$ cat src/design/b64u_pkg.sv
// shared types, constants and the character lookup for the base64url stream decoder
`timescale 1ns / 1ps

package b64u_pkg;

  localparam logic [7:0] PadChar = 8'd61;
  localparam logic [5:0] SextetDash = 6'd62;
  localparam logic [5:0] SextetUnder = 6'd63;

  // group collection state
  typedef struct packed {
    logic [2:0][5:0] sextets;
    logic [2:0]      sextet_ok;
    logic [1:0]      pos;
    logic            third_pad;
    logic            discard;
  } grp_state_t;

  // one decoded group: up to three bytes sent one beat at a time
  typedef struct packed {
    logic [2:0][7:0] bytes;
    logic [1:0]      cnt;
    logic            last;
    logic            err;
  } res_grp_t;

  // result of looking up one character
  typedef struct packed {
    logic [5:0] val;
    logic       ok;
  } sextet_t;

  // url-safe alphabet lookup, anything else is invalid with value zero
  function automatic sextet_t sextet_of(input logic [7:0] c);
    sextet_t r;
    r.ok  = 1'b1;
    r.val = '0;
    case (c) inside
      [8'd65 : 8'd90]:  r.val = 6'(c - 8'd65);
      [8'd97 : 8'd122]: r.val = 6'(c - 8'd71);
      [8'd48 : 8'd57]:  r.val = 6'(c + 8'd4);
      8'd45:            r.val = SextetDash;
      8'd95:            r.val = SextetUnder;
      default:          r.ok  = 1'b0;
    endcase
    return r;
  endfunction

endpackage

$ cat src/design/b64u_group_dec.sv
// combinational step of the decoder: state update and result group for one character
`timescale 1ns / 1ps

module b64u_group_dec import b64u_pkg::*; (
  input  logic [7:0] char_code_i,
  input  logic       last_char_i,
  input  grp_state_t st_i,
  output grp_state_t st_o,
  output logic       emit_o,
  output res_grp_t   res_o
);

  sextet_t    cur;
  logic       fourth_pad;
  logic       good;
  logic [1:0] n;
  grp_state_t cleared;

  assign cur = sextet_of(char_code_i);
  assign fourth_pad = (char_code_i == PadChar);

  always_comb begin
    cleared = '0;
    cleared.discard = st_i.discard;
  end

  // group check on the fourth character
  always_comb begin
    if (st_i.third_pad && fourth_pad) begin
      good = st_i.sextet_ok[0] & st_i.sextet_ok[1];
      n    = 2'd1;
    end else if (fourth_pad) begin
      good = &st_i.sextet_ok;
      n    = 2'd2;
    end else begin
      good = (&st_i.sextet_ok) & cur.ok;
      n    = 2'd3;
    end
  end

  // next state and result
  always_comb begin
    st_o   = st_i;
    emit_o = 1'b0;
    res_o  = '0;
    if (st_i.discard) begin
      if (last_char_i) begin
        st_o = '0;
      end
    end else if (st_i.pos != 2'd3) begin
      st_o.sextets[st_i.pos]   = cur.val;
      st_o.sextet_ok[st_i.pos] = cur.ok;
      if (st_i.pos == 2'd2) begin
        st_o.third_pad = fourth_pad;
      end
      st_o.pos = st_i.pos + 2'd1;
      if (last_char_i) begin
        // short message
        st_o      = cleared;
        emit_o    = 1'b1;
        res_o.cnt = 2'd1;
        res_o.last = 1'b1;
        res_o.err  = 1'b1;
      end
    end else begin
      st_o   = cleared;
      emit_o = 1'b1;
      if (!good) begin
        res_o.cnt    = 2'd1;
        res_o.last   = 1'b1;
        res_o.err    = 1'b1;
        st_o.discard = ~last_char_i;
      end else begin
        res_o.bytes[0] = {st_i.sextets[0], st_i.sextets[1][5:4]};
        res_o.bytes[1] = {st_i.sextets[1][3:0], st_i.sextets[2][5:2]};
        res_o.bytes[2] = {st_i.sextets[2][1:0], cur.val};
        res_o.cnt      = n;
        res_o.last     = last_char_i;
      end
    end
  end

endmodule

$ cat src/design/base64url_stream_decoder_unit.sv
// top level of the base64url stream decoder: beat handshakes and result buffering
//
// Input channel: one character per beat (char_code_i, last_char_i on the final
// character of a message), handshake in_valid_i / in_ready_o.
// Output channel: one decoded byte per beat (data_byte_o, last_byte_o, error_o),
// handshake out_valid_o / out_ready_i.
// A character is decoded in the cycle it is taken; a group's bytes are held in a
// result register and, when no earlier group is still draining, show up on the
// output from the next cycle on, one per cycle while out_ready_i is high.
// Throughput is one character per cycle while in_ready_o is high: a group of four
// characters gives at most three bytes, drained while the next group comes in.
// A second result register holds one more group while the first still drains;
// in_ready_o drops while that second register is full. That happens when the
// receiver stalls, or when a short or broken message ends right behind a
// multi-byte group; the input is then held until the first register's last
// byte goes out.
// Errors give one beat with error_o and last_byte_o set and a zero byte; the
// rest of the message is then dropped up to its last character.
// Reset clears the group state, the drop mode and both result valid flags.
`timescale 1ns / 1ps

module base64url_stream_decoder_unit import b64u_pkg::*; (
  input  logic       clk_i,
  input  logic       rst_ni,
  input  logic       in_valid_i,
  output logic       in_ready_o,
  input  logic [7:0] char_code_i,
  input  logic       last_char_i,
  output logic       out_valid_o,
  input  logic       out_ready_i,
  output logic [7:0] data_byte_o,
  output logic       last_byte_o,
  output logic       error_o
);

  grp_state_t st_q, st_d;
  res_grp_t   a_q, b_q, new_res;
  logic       a_valid_q, b_valid_q;
  logic [1:0] idx_q;
  logic       in_beat, out_beat, a_done, a_free, emit;

  b64u_group_dec u_dec (
    .char_code_i (char_code_i),
    .last_char_i (last_char_i),
    .st_i        (st_q),
    .st_o        (st_d),
    .emit_o      (emit),
    .res_o       (new_res)
  );

  // handshakes
  assign in_ready_o = ~b_valid_q;
  assign in_beat    = in_valid_i & in_ready_o;
  assign out_valid_o = a_valid_q;
  assign out_beat   = a_valid_q & out_ready_i;
  assign a_done     = out_beat & (idx_q == a_q.cnt - 2'd1);
  assign a_free     = ~a_valid_q | a_done;

  // output beat from the draining group
  assign data_byte_o = a_q.bytes[idx_q];
  assign last_byte_o = a_q.last & (idx_q == a_q.cnt - 2'd1);
  assign error_o     = a_q.err;

  // group state
  always_ff @(posedge clk_i or negedge rst_ni) begin
    if (!rst_ni) begin
      st_q <= '0;
    end else if (in_beat) begin
      st_q <= st_d;
    end
  end

  // result registers
  always_ff @(posedge clk_i or negedge rst_ni) begin
    if (!rst_ni) begin
      a_valid_q <= 1'b0;
      b_valid_q <= 1'b0;
      idx_q     <= '0;
    end else if (a_free) begin
      idx_q <= '0;
      if (b_valid_q) begin
        a_valid_q <= 1'b1;
        b_valid_q <= 1'b0;
      end else begin
        a_valid_q <= in_beat & emit;
      end
    end else begin
      if (out_beat) begin
        idx_q <= idx_q + 2'd1;
      end
      if (in_beat && emit) begin
        b_valid_q <= 1'b1;
      end
    end
  end

  // result payloads
  always_ff @(posedge clk_i) begin
    if (a_free) begin
      if (b_valid_q) begin
        a_q <= b_q;
      end else if (in_beat && emit) begin
        a_q <= new_res;
      end
    end else if (in_beat && emit) begin
      b_q <= new_res;
    end
  end

  // a queued group implies one draining ahead of it
  assert property (@(posedge clk_i) disable iff (!rst_ni) b_valid_q |-> a_valid_q)
    else $error("second result register full while first is empty");

  // a shown group has one to three bytes
  assert property (@(posedge clk_i) disable iff (!rst_ni)
    out_valid_o |-> (a_q.cnt != 2'd0 && idx_q < a_q.cnt))
    else $error("result beat index out of range");

  // error beats are single, final and zero
  assert property (@(posedge clk_i) disable iff (!rst_ni)
    (out_valid_o && error_o) |-> (last_byte_o && data_byte_o == 8'd0))
    else $error("error beat not final or not zero");

  // a stalled output group keeps its index
  assert property (@(posedge clk_i) disable iff (!rst_ni)
    (out_valid_o && !out_ready_i) |=> (out_valid_o && $stable(idx_q)))
    else $error("stalled result beat moved");

endmodule

$ cat config.mk
export PLATFORM = sky130hd
export DESIGN_NAME = base64url_stream_decoder_unit
export DESIGN_NICKNAME = d
export VERILOG_FILES = /design/src/design/b64u_pkg.sv /design/src/design/b64u_group_dec.sv /design/src/design/base64url_stream_decoder_unit.sv
export SDC_FILE = /design/constraint.sdc
export NUM_CORES = 1
export LEC_CHECK = 0
export ABC_CLOCK_PERIOD_IN_PS = 3350
export BUFFER_PORTS_ARGS = -buffer_cell sky130_fd_sc_hd__buf_4
export CAP_MARGIN = 20
export CORE_ASPECT_RATIO = 1.75
export CORE_MARGIN = 2
export CORE_UTILIZATION = 30
export CTS_BUF_LIST = sky130_fd_sc_hd__clkbuf_4
export DETAILED_ROUTE_END_ITERATION = 12
export GPL_TIMING_DRIVEN = 0
export PLACE_DENSITY_LB_ADDON = 0.25
export SLEW_MARGIN = 20
export SYNTH_ARGS = -nofsm -noshare
export SYNTH_HDL_FRONTEND = slang
export SYNTH_HIERARCHICAL = 1
export SYNTH_SLANG_ARGS = --single-unit
$ cat constraint.sdc
create_clock -name clk_i -period 3.35 [get_ports clk_i]
set_input_delay 0.335 -clock clk_i [delete_from_list [all_inputs] [get_ports clk_i]]
set_output_delay 0.335 -clock clk_i [all_outputs]
set_load 0.01 [all_outputs]
==> summary.md, run 1 <==
| Metric | Value |
|---|---|
| Run status | completed |
| Hold WC Path Type | in2reg |
| Number of warnings reported in the yosys synthesis log | 6 |
| Power density over cell area | ~660 mW/mm^2 |
| # nets final | 439 |
| Initial antenna violation count | 1 |
| Maximum fanout along the worst path | 10 |
| Leading cell type by number of instances after synthesis | edfxtp_1 |
| Post-CTS sizing | 0 |
| Area growth syn-to-layout | 12.7% |
| CTS tree | yes |
| Max-slew headroom at the worst pin | 36.5% |
| Leakage power total | 0.00207 uW |
| Avg Cell Area, Syn | 12.3 sq um |
| Filler cell count in the final layout | 1531 |
| Number of I/O port buffers | 23 |
| Crit Path Class | in2reg |
| Share of the synthesized area in the top cell type | 36.2% |
| Commonest cells in the synthesized netlist | edfxtp_1, mux2_2, dfrtp_1 |
| Synth Register Bits | 85 |
| Cell Rows | 60 |
| Kind of start point of the critical path | input pin |
| Share of synthesized area occupied by flip-flops and latches | 51.9% |
| Routed WL per cell | about 16 um |
| Final critical-path share of the clock period | around 82% |
| Cell area after synthesis | about 0.0046 sq mm |
| Most used DFF post-synth | edfxtp_1 |
| First-pass iteration count of the detailed router | 4 |
| Actual slew at the worst max-slew pin | 0.945 ns |
| Number of top-level design ports | 25 |
| Final Max Slew Viols | 0 |
| Leftover overflow at the end of global routing | 0 |
| Maximum capacitance violations | 0 |
| Ys async rst share | about a third |
| Clock-pin slew of the registers on the worst-case setup and hold paths | 0.13 ns |
| Global-route total usage across every layer | roughly an eighth |
| Data required time of the worst path | 3.55 ns |
| Cell type with the highest aggregate area in the netlist | edfxtp_1 |
| Most area-consuming cells after synthesis | edfxtp_1, dfrtp_1, mux2_2 |
| Initial drt markers | 166 |
| Achievable clock frequency | approximately 360 MHz |
| Number of library cell types mapped by synthesis | 60 |
| Total power | 3430 uW |
| Remaining number of nets flagged by the antenna check after routing | 0 |
| Final-report setup violation count | 0 |
| Setup repair after global routing missed its margin | no |
| Area of the die | 0.0165 sq mm |
| Starting utilization of the core area | 30.4% |
| First-pass GRT wire length | 15600 um |
| Multi-input gate area | 0.00209 sq mm |
| Final hold violation count | 0 |
| Final sum of negative setup slack | 0 ns |
| Hold Worst Slack | between 0.15 and 0.2 ns |
| Width of the die | about 98 um |
| Wire length reported by the detailed router | 9610 um |
| Shortest period the worst path allows | 2.75 ns |
| Core Util, Final | between 30 and 40% |
| Height of the chip | 169 um |
| Post-CTS setup-driven buffer insertion count | 0 |
| Number of cells produced by synthesis | 376 |
| Detail-routed via count per cell | 4.97 |
| Detailed-placement wirelength estimate | 7480 um |
| DR DRC count | 0 |
| Highest ir drop seen on vdd | 205 uV |
| H-tree levels | 3 |
| Number of clock sinks seen by CTS | 85 |
| Area used by sequential logic in the layout | roughly 0.0024 sq mm |
| Final RePlAce weighted congestion | 0.789 |
| Net count of the mapped netlist | roughly 400 |
| Maximum number of pins on one net before global-route repair | 30 |
| Number of synthesized flops with an enable pin | 56 |
| DR vias | 3009 |
| Core ar. | around 0.015 sq mm |
| Number of hold-repair buffers added at the cts stage | 1 |
| Max clock buf depth | 2 |
| Number of global-route vias before repair | about 3000 |
| Clock insertion delay at the later pin of the skew report | 0.43 ns |
| Fraction of final layout cells sized beyond drive strength 1 | 32.8% |
| Final setup skew | 0.0120 ns |
| Number of buffers added by the clock tree synthesis step | 9 |
| Endpoint arrival time on the critical path | 2.96 ns |
| Clock root buffer | clkbuf_4 |
| Sort of element at the end of the critical path | register |
[layer usage]
metal | up-vias | track usage (%) | wire (um)
met5 | - | 0 | 0
met2 | 53 | 23.2 | 5460
met4 | 0 | 6.16 | 276
met1 | 1471 | 11.9 | 3650
met3 | 19 | 1.78 | 224
li1 | 1466 | - | -
[path summary, 6_finish.rpt]
check	from	to	slack, ns	cells after the start
setup / recovery	char_code_i[0]	a_q[13]	0.60	12
hold / removal	in_valid_i	out_valid_o	0.18	3
setup reg to reg	st_q[2]	a_q[16]	0.85	6
hold reg to reg	st_q[0]	st_q[0]	0.53	1
max in group asynchronous	rst_ni	st_q[21]	2.69	2
min in group asynchronous	rst_ni	st_q[1]	0.36	2
[layout by cell type, fill, tap and decap left out, types with 2 or more instances in the layout]
master      count
edfxtp_1       56
mux2_2         53
dfrtp_1        29
buf_4          27
nand2_1        23
and2_4         20
nor2_1         17
a22o_1         16
o21ai_0        13
inv_1          13
ha_1           13
a21oi_1        11
clkbuf_4       11
nand3_1         9
mux2i_1         8
o21ai_1         8
buf_2           6
nor3_1          6
and2_1          6
nand3b_1        5
nand2b_1        5
nor2b_1         4
buf_6           4
xor2_1          3
clkinvlp_4      3
clkbuf_1        3
a21boi_1        2
a21o_1          2
nand4_1         2
o21a_1          2
and3_1          2
o31ai_1         2
xnor2_1         2
[sequential cells by signal (all words and copies together), names as in the netlist]
register / cells
b_q: 28
a_q: 27
b_valid_q: 1
error_o: 1
out_valid_o: 1
idx_q: 2
st_q: 25
[final cells by class]
class / count / share of cell area [%]
well taps: 186 / 4.45
repair buffers: 26 / 3.85
inverters: 14 / 1.01
plain buffers: 15 / 1.87
flip-flops and latches: 85 / 46.0
diodes: 1 / 0.0479
multi-input cells: 262 / 40.0
clock buffers: 11 / 1.58
clock inverters: 5 / 1.17
[through the flow]
step	std cells	instance area [sq um]	setup WS (ns)
3_3_place_gp	585	5040	-0.600
3_5_place_dp	587	5070	0.128
6_report	605	5230	0.596
2_1_floorplan	376	4640	0.217
5_1_grt	605	5230	0.501
4_1_cts	604	5230	0.623
[worst max-delay path, cell delays in order]
cell	delay, ns
buf_4	0.13
inv_1	0.15
ha_1	0.33
nand2b_4	0.09
a21oi_4	0.18
and4b_1	0.22
buf_6	0.14
or4_4	0.55
and4_4	0.24
buf_6	0.15
and2_4	0.16
mux2_2	0.26
[where the power goes]
part	switching [uW]	internal, uW	total (uW)
clock	353	245	599
sequential	110	1440	1550
combinational	699	578	1280
total	1160	2260	3430
[kinds of logic after synthesis]
logic type      count (synthesis)  share of synthesized area (%)
simple gates                  109                           14.2
flops                          85                           51.9
buf+inv                        29                           3.24
compound gates                 72                           11.0
mux                            62                           14.9
fa+ha+maj                      13                           3.51
xor+xnor                        6                           1.29
No activity file was read; power rests on OpenSTA's default activity.
==> run 2, diff against run 1 <==
--- a/config.mk
+++ b/config.mk
@@ -5,7 +5,7 @@
 export SDC_FILE = /design/constraint.sdc
 export NUM_CORES = 1
 export LEC_CHECK = 0
-export ABC_CLOCK_PERIOD_IN_PS = 3350
+export ABC_CLOCK_PERIOD_IN_PS = 2400
 export BUFFER_PORTS_ARGS = -buffer_cell sky130_fd_sc_hd__buf_4
 export CAP_MARGIN = 20
 export CORE_ASPECT_RATIO = 1.75
==> constraint.sdc (replaced) <==
create_clock -name clk_i -period 2.4 [get_ports clk_i]
set_input_delay 0.24 -clock clk_i [delete_from_list [all_inputs] [get_ports clk_i]]
set_output_delay 0.24 -clock clk_i [all_outputs]
set_load 0.01 [all_outputs]
==> summary.md, run 2 (same netlist as run 1, synthesis figures left out) <==
| Metric | Value |
|---|---|
| Run status | completed |
| Wire length reported by the detailed router | 10600 um (+10%) |
| Top library cells by usage in the layout, fill and taps aside | edfxtp_1, mux2_2, buf_4 |
| CP bufs+invs | 2 (-2) |
| Cell-by-cell listing of the critical path | buf_4, ha_2, and3_1, and3_1, o21bai_4, or4_4, and4_4, buf_4, and2_4, mux2_2 |
| Flip-flop count of the largest register, all copies and words added | 28 (unchanged) |
| Routed WL per cell | 17.2 um (+8.0%) |
| Detailed-placement wirelength estimate | 7760 um (+3.8%) |
| Area of the die | 0.0165 sq mm (unchanged) |
| Combinational Power Share | 38.4% (+1.1 points) |
| Final-report setup violation count | 0 (unchanged) |
| Maximum fanout along the worst path | 5 (-5) |
| Clock insertion delay at the later pin of the skew report | 0.42 ns (about the same) |
| Number of I/O port buffers | 23 (unchanged) |
| Final critical-path share of the clock period | between 90 and 100% |
| Detail-routed via count per cell | 4.98 (about the same) |
| Clock-pin slew of the registers on the worst-case setup and hold paths | 0.13 ns (about the same) |
| First-pass iteration count of the detailed router | 4 (unchanged) |
| Largest delay share family, worst path | simple AND/OR/NAND/NOR gates |
| Filler cell count in the final layout | 1492 (-2.5%) |
| Switching Share | 34.1% (+0.16 points) |
| Post-detailed-placement cell area | 0.00510 sq mm (+0.52%) |
| Endpoint arrival time on the critical path | 2.57 ns (-0.39 ns) |
| Global-route total usage across every layer | 13.0% (+1.1 points) |
| Achievable clock frequency | 419 MHz |
| Leading cell type in the layout, fill and taps excluded | edfxtp_1 |
| Maximum capacitance violations | 0 (unchanged) |
| Slowest cell on the critical path | or4_4 |
| DR DRC count | 0 (unchanged) |
| CTS tree | yes |
| # nets final | 452 (+3.0%) |
| Initial drt markers | 185 (+11%) |
| Leftover overflow at the end of global routing | 0 (unchanged) |
| Relative contribution of sequential cells to total power | 45.1% (-0.2 points) |
| Starting utilization of the core area | 30.4% (unchanged) |
| Register containing the most flip-flops in the final layout | b_q |
| Part of the total power dissipated in the clock network | 16.4% (-1.1 points) |
| DR vias | 3070 (+2.0%) |
| Hold Worst Slack | 0.111 ns (-0.0731 ns) |
| Fraction of final layout cells sized beyond drive strength 1 | 37.7% (+4.9 points) |
| Clock root buffer | clkbuf_4 |
| Final RePlAce weighted congestion | 0.808 (+2.3%) |
| Hold WC Path Type | in2reg |
| Shortest period the worst path allows | approximately 2.4 ns |
| Final Max Slew Viols | 0 (unchanged) |
| Area growth syn-to-layout | 17.3% |
| Number of top-level design ports | 25 (unchanged) |
| Setup repair after global routing missed its margin | no |
| Final setup skew | 0.00894 ns (-0.00307 ns) |
| Maximum number of pins on one net before global-route repair | 30 (unchanged) |
| Area used by sequential logic in the layout | 0.00241 sq mm (unchanged) |
| Max-slew headroom at the worst pin | 34.7% (-1.8 points) |
| Leakage power total | 0.00215 uW (+3.7%) |
| Remaining number of nets flagged by the antenna check after routing | 0 (unchanged) |
| Kind of start point of the critical path | input pin |
| Number of buffers added by the clock tree synthesis step | 9 (unchanged) |
| Sort of element at the end of the critical path | register |
| Initial antenna violation count | 1 (unchanged) |
| Switching Power | 1640 uW (+41%) |
| Highest ir drop seen on vdd | 350 uV (+71%) |
| Core ar. | 0.0152 sq mm (unchanged) |
| Multi-input gate area | 0.00219 sq mm (+4.7%) |
| Layout Cell Area excl Fill | 0.00544 sq mm (+4.1%) |
| H-tree levels | 3 (unchanged) |
| Number of global-route vias before repair | 3297 (+8.2%) |
| Number of clock sinks seen by CTS | 85 (unchanged) |
| Width of the die | 98.0 um (unchanged) |
| Delay of the slowest cell on the worst path | 0.56 ns (about the same) |
| Registers with the most flip-flops | b_q x28, a_q x27, st_q x25 |
| Data required time of the worst path | 2.58 ns (-0.97 ns) |
| Power density over cell area | 882 mW/mm^2 (+35%) |
| Max clock buf depth | 2 (unchanged) |
| Cell Int Power | 3160 uW (+40%) |
| Crit Path Class | in2reg |
| Height of the chip | 169 um (unchanged) |
| Cell Rows | 60 (unchanged) |
| Actual slew at the worst max-slew pin | 0.971 ns (+0.0265 ns) |
| Final hold violation count | 0 (unchanged) |
| First-pass GRT wire length | 17100 um (+9.6%) |
## run 2: cell types whose count changed in the layout (fill, tap and decap cells not counted), sizes merged
| cell | change |
|---|---|
| clkinv | +2 |
| inv | -2 |
| and4 | +1 |
| clkbuf | -1 |
| buf | +12 |
## run 2: final cells by class
type                            count  area share (%)
Antenna cell                        1          0.0460
Buffer                             14            1.68
Clock buffer                       10            1.38
Clock inverter                      5           0.965
Inverter                           14            1.15
Multi-Input combinational cell    263            40.2
Sequential cell                    85            44.2
Tap cell                          186            4.27
Timing Repair Buffer               39            6.09
## run 2: timing repair
| action | in CTS | in global routing |
|---|---|---|
| gates cloned | 1 | 2 |
| endpoints found under the hold margin | 29 | 0 |
| hold buffers | 1 | 0 |
| setup endpoints to repair | 32 | 54 |
| resized for setup | 14 | 8 |
| pin swaps | 3 | 7 |
| buffers inserted | 6 | 5 |
## run 2: per-layer routing
metal  share of wire (%)  wire length [um]  global-route usage [%]  vias up
met5                   0                 0                       0        -
met1                  37              3890                    13.4     1487
met2                  58              6140                    25.6       70
met4                 2.9               302                    5.43        0
met3                 2.4               250                    1.86       15
li1                    -                 -                       -     1498
## run 2: power by group through the flow
stage | Clock (uW) | Combinational (uW) | Sequential, uW
2_1_floorplan | 0 | 1250 | 2160
3_3_place_gp | 0 | 1780 | 2200
3_5_place_dp | 0 | 1810 | 2210
4_1_cts | 816 | 1850 | 2170
5_1_grt | 868 | 2030 | 2210
6_report | 788 | 1850 | 2170
## run 2: path summary, 6_finish.rpt
kind	start	end	slack, ns	depth (start not counted)
worst min-delay path	in_valid_i	out_valid_o	0.11	3
min in group asynchronous	rst_ni	idx_q[0]	0.28	2
worst min register to register	st_q[0]	st_q[0]	0.52	1
worst max-delay path	char_code_i[0]	a_q[14]	0.01	10
max in group asynchronous	rst_ni	st_q[21]	1.81	2
worst max register to register	st_q[2]	st_q[21]	0.21	6
## run 2: metrics by stage
| step | power, uW | TNS [ns] | cells | setup slack, ns | util, % |
|---|---|---|---|---|---|
| 6_report | 4800 | 0 | 617 | 0.0109 | 35.7 |
| 5_1_grt | 5100 | 0 | 617 | 0.00175 | 35.7 |
| 4_1_cts | 4840 | 0 | 610 | 0.000555 | 35.2 |
| 3_5_place_dp | 4020 | -23.23 | 587 | -0.577 | 33.5 |
| 3_3_place_gp | 3980 | -41.14 | 585 | -0.541 | 33.4 |
| 2_1_floorplan | 3420 | -2.44 | 376 | -0.135 | - |
## run 2: worst register-to-register path: stages, from the launching register on
cell      delay, ns
dfrtp_1        0.45
ha_1           0.21
clkbuf_2       0.19
nor3_1         0.59
and2_1         0.38
a22o_1         0.17
mux2_2         0.14
==> run 3, diff against run 2 <==
--- a/config.mk
+++ b/config.mk
@@ -15,6 +15,7 @@
 export DETAILED_ROUTE_END_ITERATION = 12
 export GPL_TIMING_DRIVEN = 0
 export PLACE_DENSITY_LB_ADDON = 0.25
+export RECOVER_POWER = 50
 export SLEW_MARGIN = 20
 export SYNTH_ARGS = -nofsm -noshare
 export SYNTH_HDL_FRONTEND = slang
==> summary.md, run 3 (same netlist as run 1, synthesis figures left out) <==
| Metric | Value |
|---|---|
| Run status | complete, but fails checks |
| Failing checks | max-capacitance violations, max-slew violations |
| Number of I/O port buffers | 23 (unchanged) |
| Maximum fanout along the worst path | 5 (unchanged) |
| Kind of start point of the critical path | input pin |
| Registers with the most flip-flops | b_q x28, a_q x27, st_q x25 |
| Final sum of negative setup slack | 0 ns (unchanged) |
| Sort of element at the end of the critical path | register |
| Clock-pin slew of the registers on the worst-case setup and hold paths | 0.13 ns (about the same) |
| Min-Delay Path Depth | 3 (unchanged) |
| Worst r2r dst | st_q[21] |
| R2r setup slk | 0.21 ns (about the same) |
| Max-slew headroom at the worst pin | -15.2% (-50 points) |
| Leading cell type in the layout, fill and taps excluded | edfxtp_1 |
| Fraction of final layout cells sized beyond drive strength 1 | 34.2% (-3.5 points) |
| DR vias | 3067 (-0.098%) |
| Routed WL per cell | 17.2 um (about the same) |
| Final-report setup violation count | 0 (unchanged) |
| Slowest cell on the critical path | or4_4 |
| CTS tree | yes |
| Leakage power total | 0.00210 uW (-2.4%) |
| Width of the die | 98.0 um (unchanged) |
| Final critical-path share of the clock period | 99.5% (about the same) |
| Initial antenna violation count | 1 (unchanged) |
| Cell Rows | 60 (unchanged) |
| H-tree levels | 3 (unchanged) |
| Hold Worst Slack | 0.107 ns (-0.00424 ns) |
| Power density over cell area | 874 mW/mm^2 (-0.92%) |
| Register containing the most flip-flops in the final layout | b_q |
| Height of the chip | 169 um (unchanged) |
| Final setup skew | 0.00922 ns (+0.000283 ns) |
| Wire length reported by the detailed router | 10600 um (about the same) |
| Data required time of the worst path | 2.58 ns (about the same) |
| Number of buffers added by the clock tree synthesis step | 9 (unchanged) |
| Final Max Slew Viols | 30 (+30) |
| Endpoint arrival time on the critical path | 2.57 ns (about the same) |
| Worst R2R Start | st_q[2] |
| Area of the die | 0.0165 sq mm (unchanged) |
| Critical Path Most Common Cell | buf_4 |
| Hold Startpoint | in_valid_i |
| Achievable clock frequency | 419 MHz (about the same) |
| Area growth syn-to-layout | 16.1% |
| First-pass iteration count of the detailed router | 4 (unchanged) |
| Maximum number of pins on one net before global-route repair | 30 (unchanged) |
| First-pass GRT wire length | 17100 um (unchanged) |
| Leftover overflow at the end of global routing | 0 (unchanged) |
| Max clock buf depth | 2 (unchanged) |
| Detailed-placement wirelength estimate | 7760 um (unchanged) |
| Cell-by-cell listing of the critical path | buf_4, clkinvlp_4, ha_4, nand2b_1, o21ai_2, o21bai_4, or4_4, and4_4, buf_4, and2_4, mux2_2 |
| Maximum capacitance violations | 1 (+1) |
| Final hold violation count | 0 (unchanged) |
| Delay of the slowest cell on the worst path | 0.56 ns (about the same) |
| Number of clock sinks seen by CTS | 85 (unchanged) |
| Filler cell count in the final layout | 1508 (+1.1%) |
| Starting utilization of the core area | 30.4% (unchanged) |
| Initial drt markers | 173 (-6.5%) |
| Number of global-route vias before repair | 3297 (unchanged) |
| Core ar. | 0.0152 sq mm (unchanged) |
| DR DRC count | 0 (unchanged) |
| Final RePlAce weighted congestion | 0.808 (unchanged) |
| Remaining number of nets flagged by the antenna check after routing | 0 (unchanged) |
| Shortest period the worst path allows | 2.39 ns (-0.00173 ns) |
| Global-route total usage across every layer | 13.0% (unchanged) |
| Hold worst-path end | out_valid_o |
| Clock root buffer | clkbuf_4 |
| # nets final | 452 (unchanged) |
| Number of top-level design ports | 25 (unchanged) |
| Top library cells by usage in the layout, fill and taps aside | edfxtp_1, mux2_2, dfrtp_1 |
| Core Util, Final | 35.3% (-0.38 points) |
| Setup repair after global routing missed its margin | no |
| Hold WC Path Type | in2reg |
| Detail-routed via count per cell | 4.97 (about the same) |
| Flip-flop count of the largest register, all copies and words added | 28 (unchanged) |
| Highest ir drop seen on vdd | 334 uV (-4.6%) |
| Clock insertion delay at the later pin of the skew report | 0.42 ns (about the same) |
| Actual slew at the worst max-slew pin | 1.73 ns (+0.756 ns) |
| Crit Path Class | in2reg |
| Register-to-Register Path Depth | 6 (unchanged) |
==> run 3: how the worst max path moves through the flow <==
stage,startpoint,endpoint,slack (ns)
6_report,char_code_i[0],a_q[14],0.01
5_1_grt,char_code_i[2],a_q[14],0.002
4_1_cts,char_code_i[1],a_q[20],0.0006
3_5_place_dp,char_code_i[2],a_q[22],-0.58
3_3_place_gp,char_code_i[2],a_q[22],-0.54
2_1_floorplan,char_code_i[1],a_q[20],-0.14
==> run 3: timing repair <==
| item | 4_1_cts | 5_1_grt |
|---|---|---|
| endpoints found under the hold margin | 29 | 0 |
| gates cloned | 1 | 2 |
| pin swaps | 3 | 7 |
| endpoints found under the setup margin | 32 | 54 |
| gates resized for setup | 14 | 8 |
| buffers inserted | 6 | 5 |
| hold buffers | 1 | 0 |
==> run 3: cell type report <==
| class | instances | area [sq um] | area share (%) |
|---|---|---|---|
| Multi-Input combinational cell | 263 | 2180 | 40.4 |
| Inverter | 14 | 62.6 | 1.16 |
| Tap cell | 186 | 233 | 4.32 |
| Antenna cell | 1 | 2.50 | 0.0465 |
| Timing Repair Buffer | 39 | 290 | 5.39 |
| Sequential cell | 85 | 2410 | 44.7 |
| Clock inverter | 5 | 52.6 | 0.976 |
| Buffer | 14 | 86.3 | 1.60 |
| Clock buffer | 10 | 75.1 | 1.39 |
==> run 3: layer usage <==
metal | up-vias | GRT usage [%] | share of wire (%)
met2 | 70 | 25.6 | 58
met1 | 1486 | 13.4 | 37
met4 | 0 | 5.43 | 2.9
met3 | 15 | 1.86 | 2.5
li1 | 1496 | - | -
met5 | - | 0 | 0
==> run 3: through the flow <==
step	std cells	setup WS (ns)	power, uW	area (sq um)
CTS	610	0.000555	4840	5360
detailed placement	587	-0.577	4020	5100
global placement	585	-0.541	3980	5080
global route	617	0.00175	5010	5390
finish	617	0.0126	4710	5390
floorplan	376	-0.135	3420	4680
==> run 3: critical path: cells and delay by family <==
family	cells	cell delay, ns
AO/OA/AOI/OAI	2	0.31
adder cells (fa/ha/maj)	1	0.20
buffers and inverters	3	0.47
multiplexers	1	0.25
AND/OR/NAND/NOR	4	1.09
==> run 3: power by group <==
group          switching, uW  internal, uW  total [uW]
clock network            468           319         788
registers                155          2010        2160
logic                   1000           752        1760
